**src/design/vu_meter_pkg.sv**
```systemverilog
package vu_meter_pkg;

  localparam int unsigned SEG_COUNT = 24;

  typedef logic signed [14:0] db_t;

  localparam db_t LEVEL_FLOOR  = -15'sd10240;
  localparam db_t DB_VALID_MIN = -15'sd9984;
  localparam logic [13:0] DB_SPAN = 14'd10240;

  // round(20 * log10(2) * 65536)
  localparam logic [18:0] LOG_SCALE = 19'd394566;

  // round(65536 * log2(1 + k/16))
  localparam logic [16:0] LOG2_TAB [17] = '{
    17'd0,     17'd5732,  17'd11136, 17'd16248, 17'd21098, 17'd25711,
    17'd30109, 17'd34312, 17'd38336, 17'd42196, 17'd45904, 17'd49472,
    17'd52911, 17'd56229, 17'd59434, 17'd62534, 17'd65536
  };

  typedef enum logic [1:0] {
    CFG_ALPHA = 2'd0,
    CFG_HOLD  = 2'd1,
    CFG_FALL  = 2'd2
  } cfg_idx_e;

  typedef struct packed {
    logic load;
    logic clear;
    logic mul_new;
    logic mul_old;
    logic sum;
    logic norm;
    logic interp;
    logic scale;
    logic peak;
    logic emit;
  } dp_cmd_t;

  // floor((d - floor) * SEG_COUNT / 10240), 10240 = 2^11 * 5
  function automatic logic [6:0] seg_of(db_t d);
    logic signed [15:0] off;
    logic [19:0]        prod;
    logic [8:0]         x;
    logic [17:0]        q;
    off  = 16'(d) - 16'(LEVEL_FLOOR);
    prod = 20'(off[13:0]) * 20'(SEG_COUNT);
    x    = prod[19:11];
    // x / 5 as x * 205 / 1024, exact for x below 1024
    q    = 18'(x) * 18'd205;
    return q[16:10];
  endfunction

endpackage

```
**src/design/vu_level_peak_hold_meter_top.sv**
```systemverilog
// vu level meter with peak hold
// input stream: s_axis_tuser is the command (0 level frame, 1 clear meter),
// s_axis_tdata carries rms_level (Q0.16) and the millisecond timestamp now_ms
// output stream: one word per input word with lit segment count, peak
// segment, peak-valid flag, smoothed level and held peak in 1/256 dBFS
// config channel: cfg_index_i selects smoothing alpha, hold time or fall
// step; always ready, write only while no word is in flight
// a level frame is walked by the sequencer after acceptance: two multiplies
// and a sum for the average, a normalize and table step, an interpolation
// multiply, a scaling multiply, the peak update and the emit into the output
// register; a clear word takes a clear step and the emit; one word is worked
// on at a time, so a new word is taken only once the last has been emitted
// the input is ready again as soon as a result sits in the output register,
// so the next word is worked on while the receiver stalls; it waits in its
// last step until the output register has been taken
// reset restores the default registers, zero level and the peak at -40 dB
module vu_level_peak_hold_meter_top (
  input  logic        clk_i,
  input  logic        rst_ni,
  input  logic        s_axis_tvalid,
  output logic        s_axis_tready,
  input  logic [47:0] s_axis_tdata,  // rms_level, now_ms
  input  logic        s_axis_tuser,  // command
  output logic        m_axis_tvalid,
  input  logic        m_axis_tready,
  output logic [47:0] m_axis_tdata,  // lit_segments, peak_segment, peak_valid,
                                     // level_db, peak_db, zero fill
  input  logic        cfg_valid_i,
  output logic        cfg_ready_o,
  input  logic [1:0]  cfg_index_i,
  input  logic [15:0] cfg_data_i
);
  import vu_meter_pkg::*;

  dp_cmd_t    cmd;
  logic [4:0] lit_segments, peak_segment;
  logic       peak_valid;
  db_t        level_db, peak_db;

  assign cfg_ready_o = 1'b1;

  vu_meter_ctrl u_ctrl (
    .clk_i       (clk_i),
    .rst_ni      (rst_ni),
    .in_valid_i  (s_axis_tvalid),
    .in_cmd_i    (s_axis_tuser),
    .in_ready_o  (s_axis_tready),
    .out_ready_i (m_axis_tready),
    .out_valid_o (m_axis_tvalid),
    .cmd_o       (cmd)
  );

  vu_meter_dp u_dp (
    .clk_i          (clk_i),
    .rst_ni         (rst_ni),
    .cfg_valid_i    (cfg_valid_i),
    .cfg_index_i    (cfg_index_i),
    .cfg_data_i     (cfg_data_i),
    .cmd_i          (cmd),
    .rms_level_i    (s_axis_tdata[15:0]),
    .now_ms_i       (s_axis_tdata[47:16]),
    .lit_segments_o (lit_segments),
    .peak_segment_o (peak_segment),
    .peak_valid_o   (peak_valid),
    .level_db_o     (level_db),
    .peak_db_o      (peak_db)
  );

  assign m_axis_tdata = {7'd0, peak_db, level_db, peak_valid, peak_segment, lit_segments};

endmodule

```
**src/design/vu_meter_ctrl.sv**
```systemverilog
module vu_meter_ctrl (
  input  logic                  clk_i,
  input  logic                  rst_ni,
  input  logic                  in_valid_i,
  input  logic                  in_cmd_i,
  output logic                  in_ready_o,
  input  logic                  out_ready_i,
  output logic                  out_valid_o,
  output vu_meter_pkg::dp_cmd_t cmd_o
);
  import vu_meter_pkg::*;

  typedef enum logic [3:0] {
    S_IDLE,
    S_CLEAR,
    S_MUL_NEW,
    S_MUL_OLD,
    S_SUM,
    S_NORM,
    S_INTERP,
    S_SCALE,
    S_PEAK,
    S_EMIT
  } state_e;

  state_e state_q, state_d;
  logic   out_valid_q, out_valid_d;
  logic   can_emit;

  assign can_emit    = !out_valid_q || out_ready_i;
  assign in_ready_o  = (state_q == S_IDLE);
  assign out_valid_o = out_valid_q;

  always_comb begin
    cmd_o       = '0;
    state_d     = state_q;
    out_valid_d = out_valid_q && !out_ready_i;
    case (state_q)
      S_IDLE: begin
        cmd_o.load = in_valid_i;
        if (in_valid_i) begin
          state_d = in_cmd_i ? S_CLEAR : S_MUL_NEW;
        end
      end
      S_CLEAR: begin
        cmd_o.clear = 1'b1;
        state_d     = S_EMIT;
      end
      S_MUL_NEW: begin
        cmd_o.mul_new = 1'b1;
        state_d       = S_MUL_OLD;
      end
      S_MUL_OLD: begin
        cmd_o.mul_old = 1'b1;
        state_d       = S_SUM;
      end
      S_SUM: begin
        cmd_o.sum = 1'b1;
        state_d   = S_NORM;
      end
      S_NORM: begin
        cmd_o.norm = 1'b1;
        state_d    = S_INTERP;
      end
      S_INTERP: begin
        cmd_o.interp = 1'b1;
        state_d      = S_SCALE;
      end
      S_SCALE: begin
        cmd_o.scale = 1'b1;
        state_d     = S_PEAK;
      end
      S_PEAK: begin
        cmd_o.peak = 1'b1;
        state_d    = S_EMIT;
      end
      S_EMIT: begin
        cmd_o.emit = can_emit;
        if (can_emit) begin
          out_valid_d = 1'b1;
          state_d     = S_IDLE;
        end
      end
      default: begin
        state_d = S_IDLE;
      end
    endcase
  end

  always_ff @(posedge clk_i or negedge rst_ni) begin
    if (!rst_ni) begin
      state_q     <= S_IDLE;
      out_valid_q <= 1'b0;
    end else begin
      state_q     <= state_d;
      out_valid_q <= out_valid_d;
    end
  end

endmodule

```
**src/design/vu_meter_dp.sv**
```systemverilog
module vu_meter_dp (
  input  logic                  clk_i,
  input  logic                  rst_ni,
  input  logic                  cfg_valid_i,
  input  logic [1:0]            cfg_index_i,
  input  logic [15:0]           cfg_data_i,
  input  vu_meter_pkg::dp_cmd_t cmd_i,
  input  logic [15:0]           rms_level_i,
  input  logic [31:0]           now_ms_i,
  output logic [4:0]            lit_segments_o,
  output logic [4:0]            peak_segment_o,
  output logic                  peak_valid_o,
  output vu_meter_pkg::db_t     level_db_o,
  output vu_meter_pkg::db_t     peak_db_o
);
  import vu_meter_pkg::*;

  // configuration and meter state
  logic [15:0] alpha_q, hold_q;
  logic [13:0] fall_q;
  logic [23:0] smooth_q, smooth_d;
  db_t         peak_q, peak_d;
  logic [31:0] ptime_q, ptime_d;

  // working registers
  logic [15:0] rms_q;
  logic [31:0] now_q;
  logic [39:0] prod_a_q;
  logic [40:0] prod_b_q;
  logic [4:0]  e_q, e_d;
  logic        zero_q;
  logic [16:0] tab_lo_q, tab_diff_q;
  logic [18:0] r_q;
  logic [20:0] neg_q, neg_d;
  db_t         db_q, db_d;

  // output word
  logic [4:0]  lit_q, pk_q;
  logic        valid_q;
  db_t         level_out_q, peak_out_q;

  logic [16:0] inv_alpha;
  logic [41:0] acc;
  logic [23:0] norm_m;
  logic [4:0]  idx_lo, idx_hi;
  logic [35:0] ip;
  logic [16:0] frac;
  logic [39:0] sp;
  logic [15:0] att;
  logic [13:0] att_c;
  logic [31:0] elapsed;
  logic signed [16:0] pdiff;
  logic [6:0]  lit_raw, pk_raw, pk_lim;

  assign inv_alpha = 17'h10000 - 17'(alpha_q);
  assign acc       = 42'(prod_a_q) + 42'(prod_b_q) + 42'd32768;

  always_comb begin
    e_d = 5'd0;
    for (int i = 0; i < 24; i++) begin
      if (smooth_q[i]) begin
        e_d = 5'(i);
      end
    end
  end

  assign norm_m = smooth_q << (5'd23 - e_d);
  assign idx_lo = {1'b0, norm_m[22:19]};
  assign idx_hi = idx_lo + 5'd1;

  assign ip    = 36'(tab_diff_q) * 36'(r_q);
  assign frac  = tab_lo_q + 17'(ip >> 19);
  assign neg_d = {5'd24 - e_q, 16'd0} - 21'(frac);

  assign sp    = 40'(neg_q) * 40'(LOG_SCALE) + 40'h80_0000;
  assign att   = sp[39:24];
  assign att_c = (att > 16'(DB_SPAN)) ? DB_SPAN : att[13:0];
  assign db_d  = zero_q ? LEVEL_FLOOR : db_t'(15'd0 - {1'b0, att_c});

  assign elapsed = now_q - ptime_q;
  assign pdiff   = 17'(peak_q) - 17'($signed({1'b0, fall_q}));

  always_comb begin
    smooth_d = smooth_q;
    peak_d   = peak_q;
    ptime_d  = ptime_q;
    if (cmd_i.clear) begin
      smooth_d = '0;
      peak_d   = LEVEL_FLOOR;
      ptime_d  = '0;
    end else if (cmd_i.sum) begin
      smooth_d = acc[39:16];
    end else if (cmd_i.peak) begin
      if (db_q >= peak_q) begin
        peak_d  = db_q;
        ptime_d = now_q;
      end else if (elapsed > 32'(hold_q)) begin
        peak_d = (pdiff < 17'(LEVEL_FLOOR)) ? LEVEL_FLOOR : db_t'(pdiff[14:0]);
      end
    end
  end

  always_ff @(posedge clk_i or negedge rst_ni) begin
    if (!rst_ni) begin
      alpha_q  <= 16'd6554;
      hold_q   <= 16'd600;
      fall_q   <= 14'd512;
      smooth_q <= '0;
      peak_q   <= LEVEL_FLOOR;
      ptime_q  <= '0;
    end else begin
      if (cfg_valid_i) begin
        case (cfg_index_i)
          CFG_ALPHA: alpha_q <= cfg_data_i;
          CFG_HOLD:  hold_q  <= cfg_data_i;
          CFG_FALL:  fall_q  <= cfg_data_i[13:0];
          default: ;
        endcase
      end
      smooth_q <= smooth_d;
      peak_q   <= peak_d;
      ptime_q  <= ptime_d;
    end
  end

  assign lit_raw = seg_of(db_q);
  assign pk_raw  = seg_of(peak_q);
  assign pk_lim  = (pk_raw >= 7'(SEG_COUNT)) ? 7'(SEG_COUNT - 1) : pk_raw;

  always_ff @(posedge clk_i) begin
    if (cmd_i.load) begin
      rms_q <= rms_level_i;
      now_q <= now_ms_i;
    end
    if (cmd_i.mul_new) begin
      prod_a_q <= 40'(alpha_q) * 40'({rms_q, 8'd0});
    end
    if (cmd_i.mul_old) begin
      prod_b_q <= 41'(inv_alpha) * 41'(smooth_q);
    end
    if (cmd_i.norm) begin
      e_q        <= e_d;
      zero_q     <= (smooth_q == '0);
      tab_lo_q   <= LOG2_TAB[idx_lo];
      tab_diff_q <= LOG2_TAB[idx_hi] - LOG2_TAB[idx_lo];
      r_q        <= norm_m[18:0];
    end
    if (cmd_i.interp) begin
      neg_q <= neg_d;
    end
    if (cmd_i.clear) begin
      db_q <= LEVEL_FLOOR;
    end else if (cmd_i.scale) begin
      db_q <= db_d;
    end
    if (cmd_i.emit) begin
      lit_q       <= lit_raw[4:0];
      pk_q        <= pk_lim[4:0];
      valid_q     <= (peak_q > DB_VALID_MIN);
      level_out_q <= db_q;
      peak_out_q  <= peak_q;
    end
  end

  assign lit_segments_o = lit_q;
  assign peak_segment_o = pk_q;
  assign peak_valid_o   = valid_q;
  assign level_db_o     = level_out_q;
  assign peak_db_o      = peak_out_q;

endmodule

```
**config.mk**
```make
export PLATFORM = sky130hd
export DESIGN_NAME = vu_level_peak_hold_meter_top
export DESIGN_NICKNAME = d
export VERILOG_FILES = /design/src/design/vu_meter_pkg.sv /design/src/design/vu_level_peak_hold_meter_top.sv /design/src/design/vu_meter_ctrl.sv /design/src/design/vu_meter_dp.sv
export SDC_FILE = /design/constraint.sdc
export NUM_CORES = 2
export LEC_CHECK = 0
export BUFFER_PORTS_ARGS = -buffer_cell sky130_fd_sc_hd__buf_4
export CELL_PAD_IN_SITES_DETAIL_PLACEMENT = 0
export CELL_PAD_IN_SITES_GLOBAL_PLACEMENT = 1
export CORE_ASPECT_RATIO = 2
export CORE_MARGIN = 3
export CORE_UTILIZATION = 45
export CTS_CLUSTER_DIAMETER = 120
export CTS_CLUSTER_SIZE = 16
export DETAILED_ROUTE_END_ITERATION = 10
export PLACE_DENSITY_LB_ADDON = 0.1
export RECOVER_POWER = 100
export SLEW_MARGIN = 10
export SYNTH_ARGS = -nofsm -noshare
export SYNTH_HDL_FRONTEND = slang
export SYNTH_HIERARCHICAL = 1
export SYNTH_SLANG_ARGS = --single-unit
```
**constraint.sdc**
```tcl
create_clock -name clk_i -period 9.3 [get_ports clk_i]
set_clock_uncertainty 0.05 [all_clocks]
set_input_delay 2.325 -clock clk_i [delete_from_list [all_inputs] [get_ports clk_i]]
set_output_delay 2.325 -clock clk_i [all_outputs]
set_load 0.05 [all_outputs]
```
; ---- Word level (Yosys, flattened, before mapping)
; Memory sizes are Yosys's and may differ from the RTL's.
; Cells that the tools add are included.
[op_classes]
add_sub_neg = 15
n_mul = 8
order_cmp = 8
n_eq_ne = 14
n_shift = 1
n_mux = 57
bitwise = 2
reduce_logical = 18
[ops]
columns = cell, count
row1 = two-way mux 32 bit, 4
row2 = two-way mux 5 bit, 22
row3 = two-way mux 15 bit, 7
row4 = two-way mux 17 bit, 4
row5 = two-way mux 24 bit, 2
row6 = "adder 40 x 16 -> 40 bit, second input constant", 1
row7 = "adder 40 x 24 -> 40 bit, second input constant", 1
row8 = adder 40 bit, 1
row9 = multiplier 17 x 24 -> 40 bit, 1
row10 = "multiplier 21 x 18 -> 39 bit, second input constant", 1
row11 = multiplier 17 x 19 -> 36 bit, 1
row12 = one-hot mux 4 bit (9 select lines), 1
row13 = greater-than comparator 32 x 16 -> 1 bit, 1
row14 = "multiplier 14 x 2 -> 16 bit, second input constant", 2
row15 = multiplier 16 x 16 -> 32 bit, 1
row16 = subtractor 32 bit, 1
row17 = "subtractor 14 bit, second input constant", 2
row18 = zero test 24 bit, 1
row19 = << shifter 24 x 5 -> 23 bit, 1
row20 = subtractor 21 x 17 -> 21 bit, 1
row21 = adder 17 bit, 1
row22 = "< comparator 17 x 15 -> 1 bit, second input constant", 1
row23 = "subtractor 17 x 16 -> 17 bit, first input constant", 1
row24 = subtractor 17 bit, 1
row25 = other kinds (35), 63
[word_totals]
reg_bits = 378
rom_bits = 1088
in_bits = 72
word_cells = 149
n_memories = 2
[memory_table]
columns = name, words, word_bits, rd, rd_clocked_by_memory_dff, write_ports, line_no
row1 = (name not given), 32, 17, 1, 0, 0, vu_meter_dp.sv:145  ; tab_diff_q <= LOG2_TAB[idx_hi] - LOG2_TAB[idx_lo];
row2 = (name not given), 32, 17, 1, 0, 0, vu_meter_dp.sv:144  ; tab_lo_q <= LOG2_TAB[idx_lo];

; ---- Depth between registers and ports, before layout
[depth]
depth_word = 31
depth_mapped = 44

; ---- By module
; The synthesis kept the hierarchy.
[by_module_without_submodules]
columns = mod, instances, cells_per_inst, area_per_inst_um2, seq_area_each_um2
row1 = vu_meter_dp, 1, 6446, 60339.1, 10213.5
row2 = vu_meter_ctrl, 1, 38, 350.3, 125.1
row3 = vu_level_peak_hold_meter_top, 1, 11, 75.1, 0.0

; ---- Least setup slack after synthesis
; Ideal clock, no wire load.
[synth_path]
path_type = reg2reg
startpoint = reg u_dp.tab_diff_q[2]
endpoint = reg u_dp.neg_q[20] (data pin)
setup_ns = 0.259
arrival_time_ns = 9.176
required_time_ns = 8.991
slack_ns = -0.185
path_stages_with_launch = 37
period_less_slack_ns = 9.485
path_cell_list = edfxtp_1 clkbuf_1 clkbuf_1 nand2_1 fa_1 fa_1 fa_1 fa_1 inv_1 fa_1 inv_1 fa_1 inv_1 ha_1 and4_1 a2111oi_0 o21ai_0 a221o_1 a21oi_1 nor2b_1 nor2_1 xnor2_1 ha_1 a21o_1 a21oi_1 o21bai_1 a21oi_1 o21bai_1 a21oi_1 o21bai_1 a2111oi_0 nor2_1 xor2_1 or3_1 nor4b_1 o21ai_0 xnor2_1
[synth_via]
elab_chain_len = 3
[synth_rtl]
columns = element, line_no
row1 = start: declaration, vu_meter_dp.sv:32  ; logic [16:0] tab_lo_q, tab_diff_q;
row2 = start signal: assignment, vu_meter_dp.sv:145
row3 = multiplier 17 x 19 -> 36 bit, vu_meter_dp.sv:71  ; assign ip = 36'(tab_diff_q) * 36'(r_q);
row4 = adder 17 bit, vu_meter_dp.sv:72  ; assign frac = tab_lo_q + 17'(ip >> 19);
row5 = subtractor 21 x 17 -> 21 bit, vu_meter_dp.sv:73  ; assign neg_d = {5'd24 - e_q, 16'd0} - 21'(frac);
row6 = named net u_dp.neg_d[20], vu_meter_dp.sv:34  ; logic [20:0] neg_q, neg_d;
row7 = end signal: assignment, vu_meter_dp.sv:149  ; neg_q <= neg_d;
row8 = end: declaration, vu_meter_dp.sv:34
; The timed path passes the listed nets, and every way through them passes these cells.
; A chain may end at the register's enable or synchronous reset.

; ---- Worst setup path after layout
[layout_path]
startpoint = reg u_dp.r_q[3]
endpoint = reg u_dp.neg_q[17] (data pin)
[layout_via]
elab_chain_len = 3
[layout_rtl]
columns = element, line_no
row1 = start: declaration, vu_meter_dp.sv:33  ; logic [18:0] r_q;
row2 = start signal: assignment, vu_meter_dp.sv:146  ; r_q <= norm_m[18:0];
row3 = multiplier 17 x 19 -> 36 bit, vu_meter_dp.sv:71
row4 = adder 17 bit, vu_meter_dp.sv:72
row5 = subtractor 21 x 17 -> 21 bit, vu_meter_dp.sv:73
row6 = named net u_dp.neg_d[17], vu_meter_dp.sv:34
; The timed path passes the listed nets, and every way through them passes these cells.

==> reports/results.txt <==
CTS buffer count -> 27
Critical path startpoint category -> flop
Status -> finished, violations left
ANT nets after route -> 0
Grt ovf -> 0
Sequential area share after synthesis -> 0.170
Max-slew violations -> 445
Failing checks -> capacitance limit, slew limit
GRT Util Overall -> 0.277
Ys async rst share -> 0.331
CP Capture Type -> flop
Port buffer count -> 114
Vias per inst -> 5.39
Fin nets -> 8,465
Site Rows -> 190
Vias in the first global route -> 50,700
Worst setup startpoint -> u_dp/r_q[3]
CTS tree -> done
Max_slew headroom -> -1.82
Clock root buffer -> clkbuf_16
Die width -> 266 µm
Post-Route WL -> 191,000 µm
Syn Inst Count -> 6,495
WL/cell -> 22.5 µm
Critical path class -> reg2reg
Yosys cell types -> 111
Fmax achieved -> 111 MHz
Multi-input combinational cell area -> 45,100 µm²
Final std cells w/o fill -> 8,471
Crit share post-route -> 0.969
Main synth FF type -> edfxtp_1
Slew at the pin closest to its max-slew limit -> 4230 ps
RSZ-0062 raised after global routing -> yes
RR Startpoint -> u_dp/r_q[3]
Max Root-Sink Buffers -> 3
Period minus WS final -> 9010 ps
Synthesized flop and latch total -> 369
Critical Path RT -> 9640 ps
H-tree levels -> 1
Vias -> 45,700
Hold Vio Cnt, Final -> 0
Final setup viols -> 0
Post-layout util -> 0.495
CP dominant cell by count -> fa_1
Hold Crit Class -> reg2reg
Clock-pin slew on the worst setup and hold paths -> 100 ps
Hold wc startpoint -> u_dp/ptime_q[10]
Io pins -> 123
Initial Utilization -> 0.453
First-pass GRT wire length -> 291,000 µm
Largest net degree at the start of global routing -> 70
Share of cells above drive strength 1 -> 0.0865
DRC viols -> 0
Drt pass-1 iters -> 7
Most common cell after layout, fill and taps aside -> inv_1
DIE HEIGHT -> 526 µm
Synth Area per Inst -> 9.36 µm²
DP Cell Count -> 8,407
Initial antenna violation count -> 4
EDFF count, synth -> 232
DP HPWL -> 160,000 µm
Post-synth top area cell -> fa_1
Slowest stage cell, crit path -> fa_1
Initial drt markers -> 1,946
Max-cap violations -> 10
# fillers -> 13,000
CP max FO -> 7
TritonCTS Sinks -> 369
Ys Warns -> 6
Core footprint -> 134,000 µm²
Synth Cell Area -> 60,800 µm²
Commonest cells after routing, fill and taps aside -> 1,252 x inv_1, 865 x fa_1, 826 x nand2_1
Worst path max stage delay -> 680 ps
Clk_lat worst skew -> 660 ps
Crit path DAT -> 9350 ps
Top cells by area, synth -> fa_1 29%, ha_1 17%, edfxtp_1 11%
Die area -> 140,000 µm²
Area share of the largest cell type after synthesis -> 0.286
Area growth syn-to-layout -> 9.16%
Setup TNS -> 0 ps
Register area -> 10,300 µm²
Placer Congestion -> 0.933
-- logic make-up after synthesis --
family | count (synthesis) | share of synthesized area
AND/OR/NAND/NOR | 1885 | 0.149
adder cells (fa/ha/maj) | 1673 | 0.452
buffers and inverters | 1510 | 0.0948
AO/OA/AOI/OAI | 685 | 0.0759
flip-flops | 369 | 0.170
XOR/XNOR | 239 | 0.0350
multiplexers | 132 | 0.0230
other | 2 | 0.000124
-- cells in the mapped netlist (all sizes together), types with 9 or more instances --
library cell,n
dfrtp,107
a21boi,17
nand2,827
nand3,63
o211ai,11
a21o,78
clkbuf,214
ha,804
a31oi,25
mux2,50
dfxtp,15
fa,869
nand2b,74
nand4,19
xnor2,153
nor4,22
o21bai,15
or2,14
o31ai,12
a211oi,23
mux2i,81
nor3,90
xor2,85
and2,358
a21oi,163
nor2b,43
and4,12
buf,38
or4,11
a221oi,9
or3,29
nor2,262
o21ai,157
inv,1255
a22oi,16
edfxtp,232
and3,23
nand3b,10
dfstp,15
o21a,37
-- per-stage QoR --
stage	cell area, µm²	worst slack [ps]	hold WS (ps)
floorplan	60800	15.6	398
global placement	65400	-389	412
detailed placement	65400	-462	420
CTS	66300	0.0151	438
global route	66300	-85.1	448
finish	66300	292	431
-- state kept, by name (all words and copies together) (netlist names), 5 cells and up --
name                 count
u_dp/hold_q             16
u_dp/db_q               15
u_dp/r_q                19
u_dp/fall_q             14
u_dp/tab_lo_q           16
u_dp/e_q                 5
u_dp/smooth_q           24
u_dp/prod_a_q           32
u_dp/peak_segment_o      5
u_dp/peak_db_o          15
u_dp/peak_q             15
u_dp/lit_segments_o      5
u_dp/ptime_q            32
u_dp/tab_diff_q         17
u_dp/rms_q              16
u_dp/level_db_o         15
u_dp/alpha_q            16
u_dp/prod_b_q           32
u_dp/neg_q              21
u_dp/now_q              32
-- critical path: cells and delay by family, from the launching register on --
| kind | cells | cell delay (ps) |
|---|---|---|
| adders and majority gates | 9 | 3930 |
| xor gates and xnor gates | 4 | 520 |
| buffers and inverters | 8 | 860 |
| AOI/OAI and AO/OA | 11 | 1990 |
| DFF | 1 | 370 |
| and+or+nand+nor | 7 | 970 |
-- path summary, 6_finish.rpt --
| path | end | slack [ps] | cells after the start |
|---|---|---|---|
| max in group asynchronous | u_dp/smooth_q[14] | 1210 | 2 |
| hold / removal | u_dp/ptime_q[10] | 430 | 2 |
| setup reg to reg | u_dp/neg_q[17] | 290 | 39 |
| min in group asynchronous | u_dp/ptime_q[4] | 2710 | 1 |
| hold reg to reg | u_dp/ptime_q[10] | 430 | 2 |
| setup / recovery | u_dp/neg_q[17] | 290 | 39 |
-- per-layer routing --
metal | part of all wire | track usage | up-vias
met3 | 0.027 | 0.0189 | 585
met4 | 0.098 | 0.217 | 0
met5 | 0 | 0 | -
li1 | - | - | 21100
met2 | 0.57 | 0.556 | 1002
met1 | 0.31 | 0.251 | 23000
-- area by class of cell --
cell class,count,share of cell area
multi-input cells,4622,0.680
flip-flops and latches,369,0.156
inverters,1258,0.0712
repair buffers,442,0.0480
well taps,1728,0.0326
clock buffers,46,0.0113
clock inverters,4,0.000641
diodes,2,0.0000755
-- repair_timing --
action	in CTS	in global routing
gates resized for setup	19	52
endpoints found under the setup margin	9	11
pin swaps	6	41
hold buffers	0	0
setup buffers	1	12
Power is not shown: default switching activity piles up to over one toggle a cycle in this logic, so the estimate is an artifact.
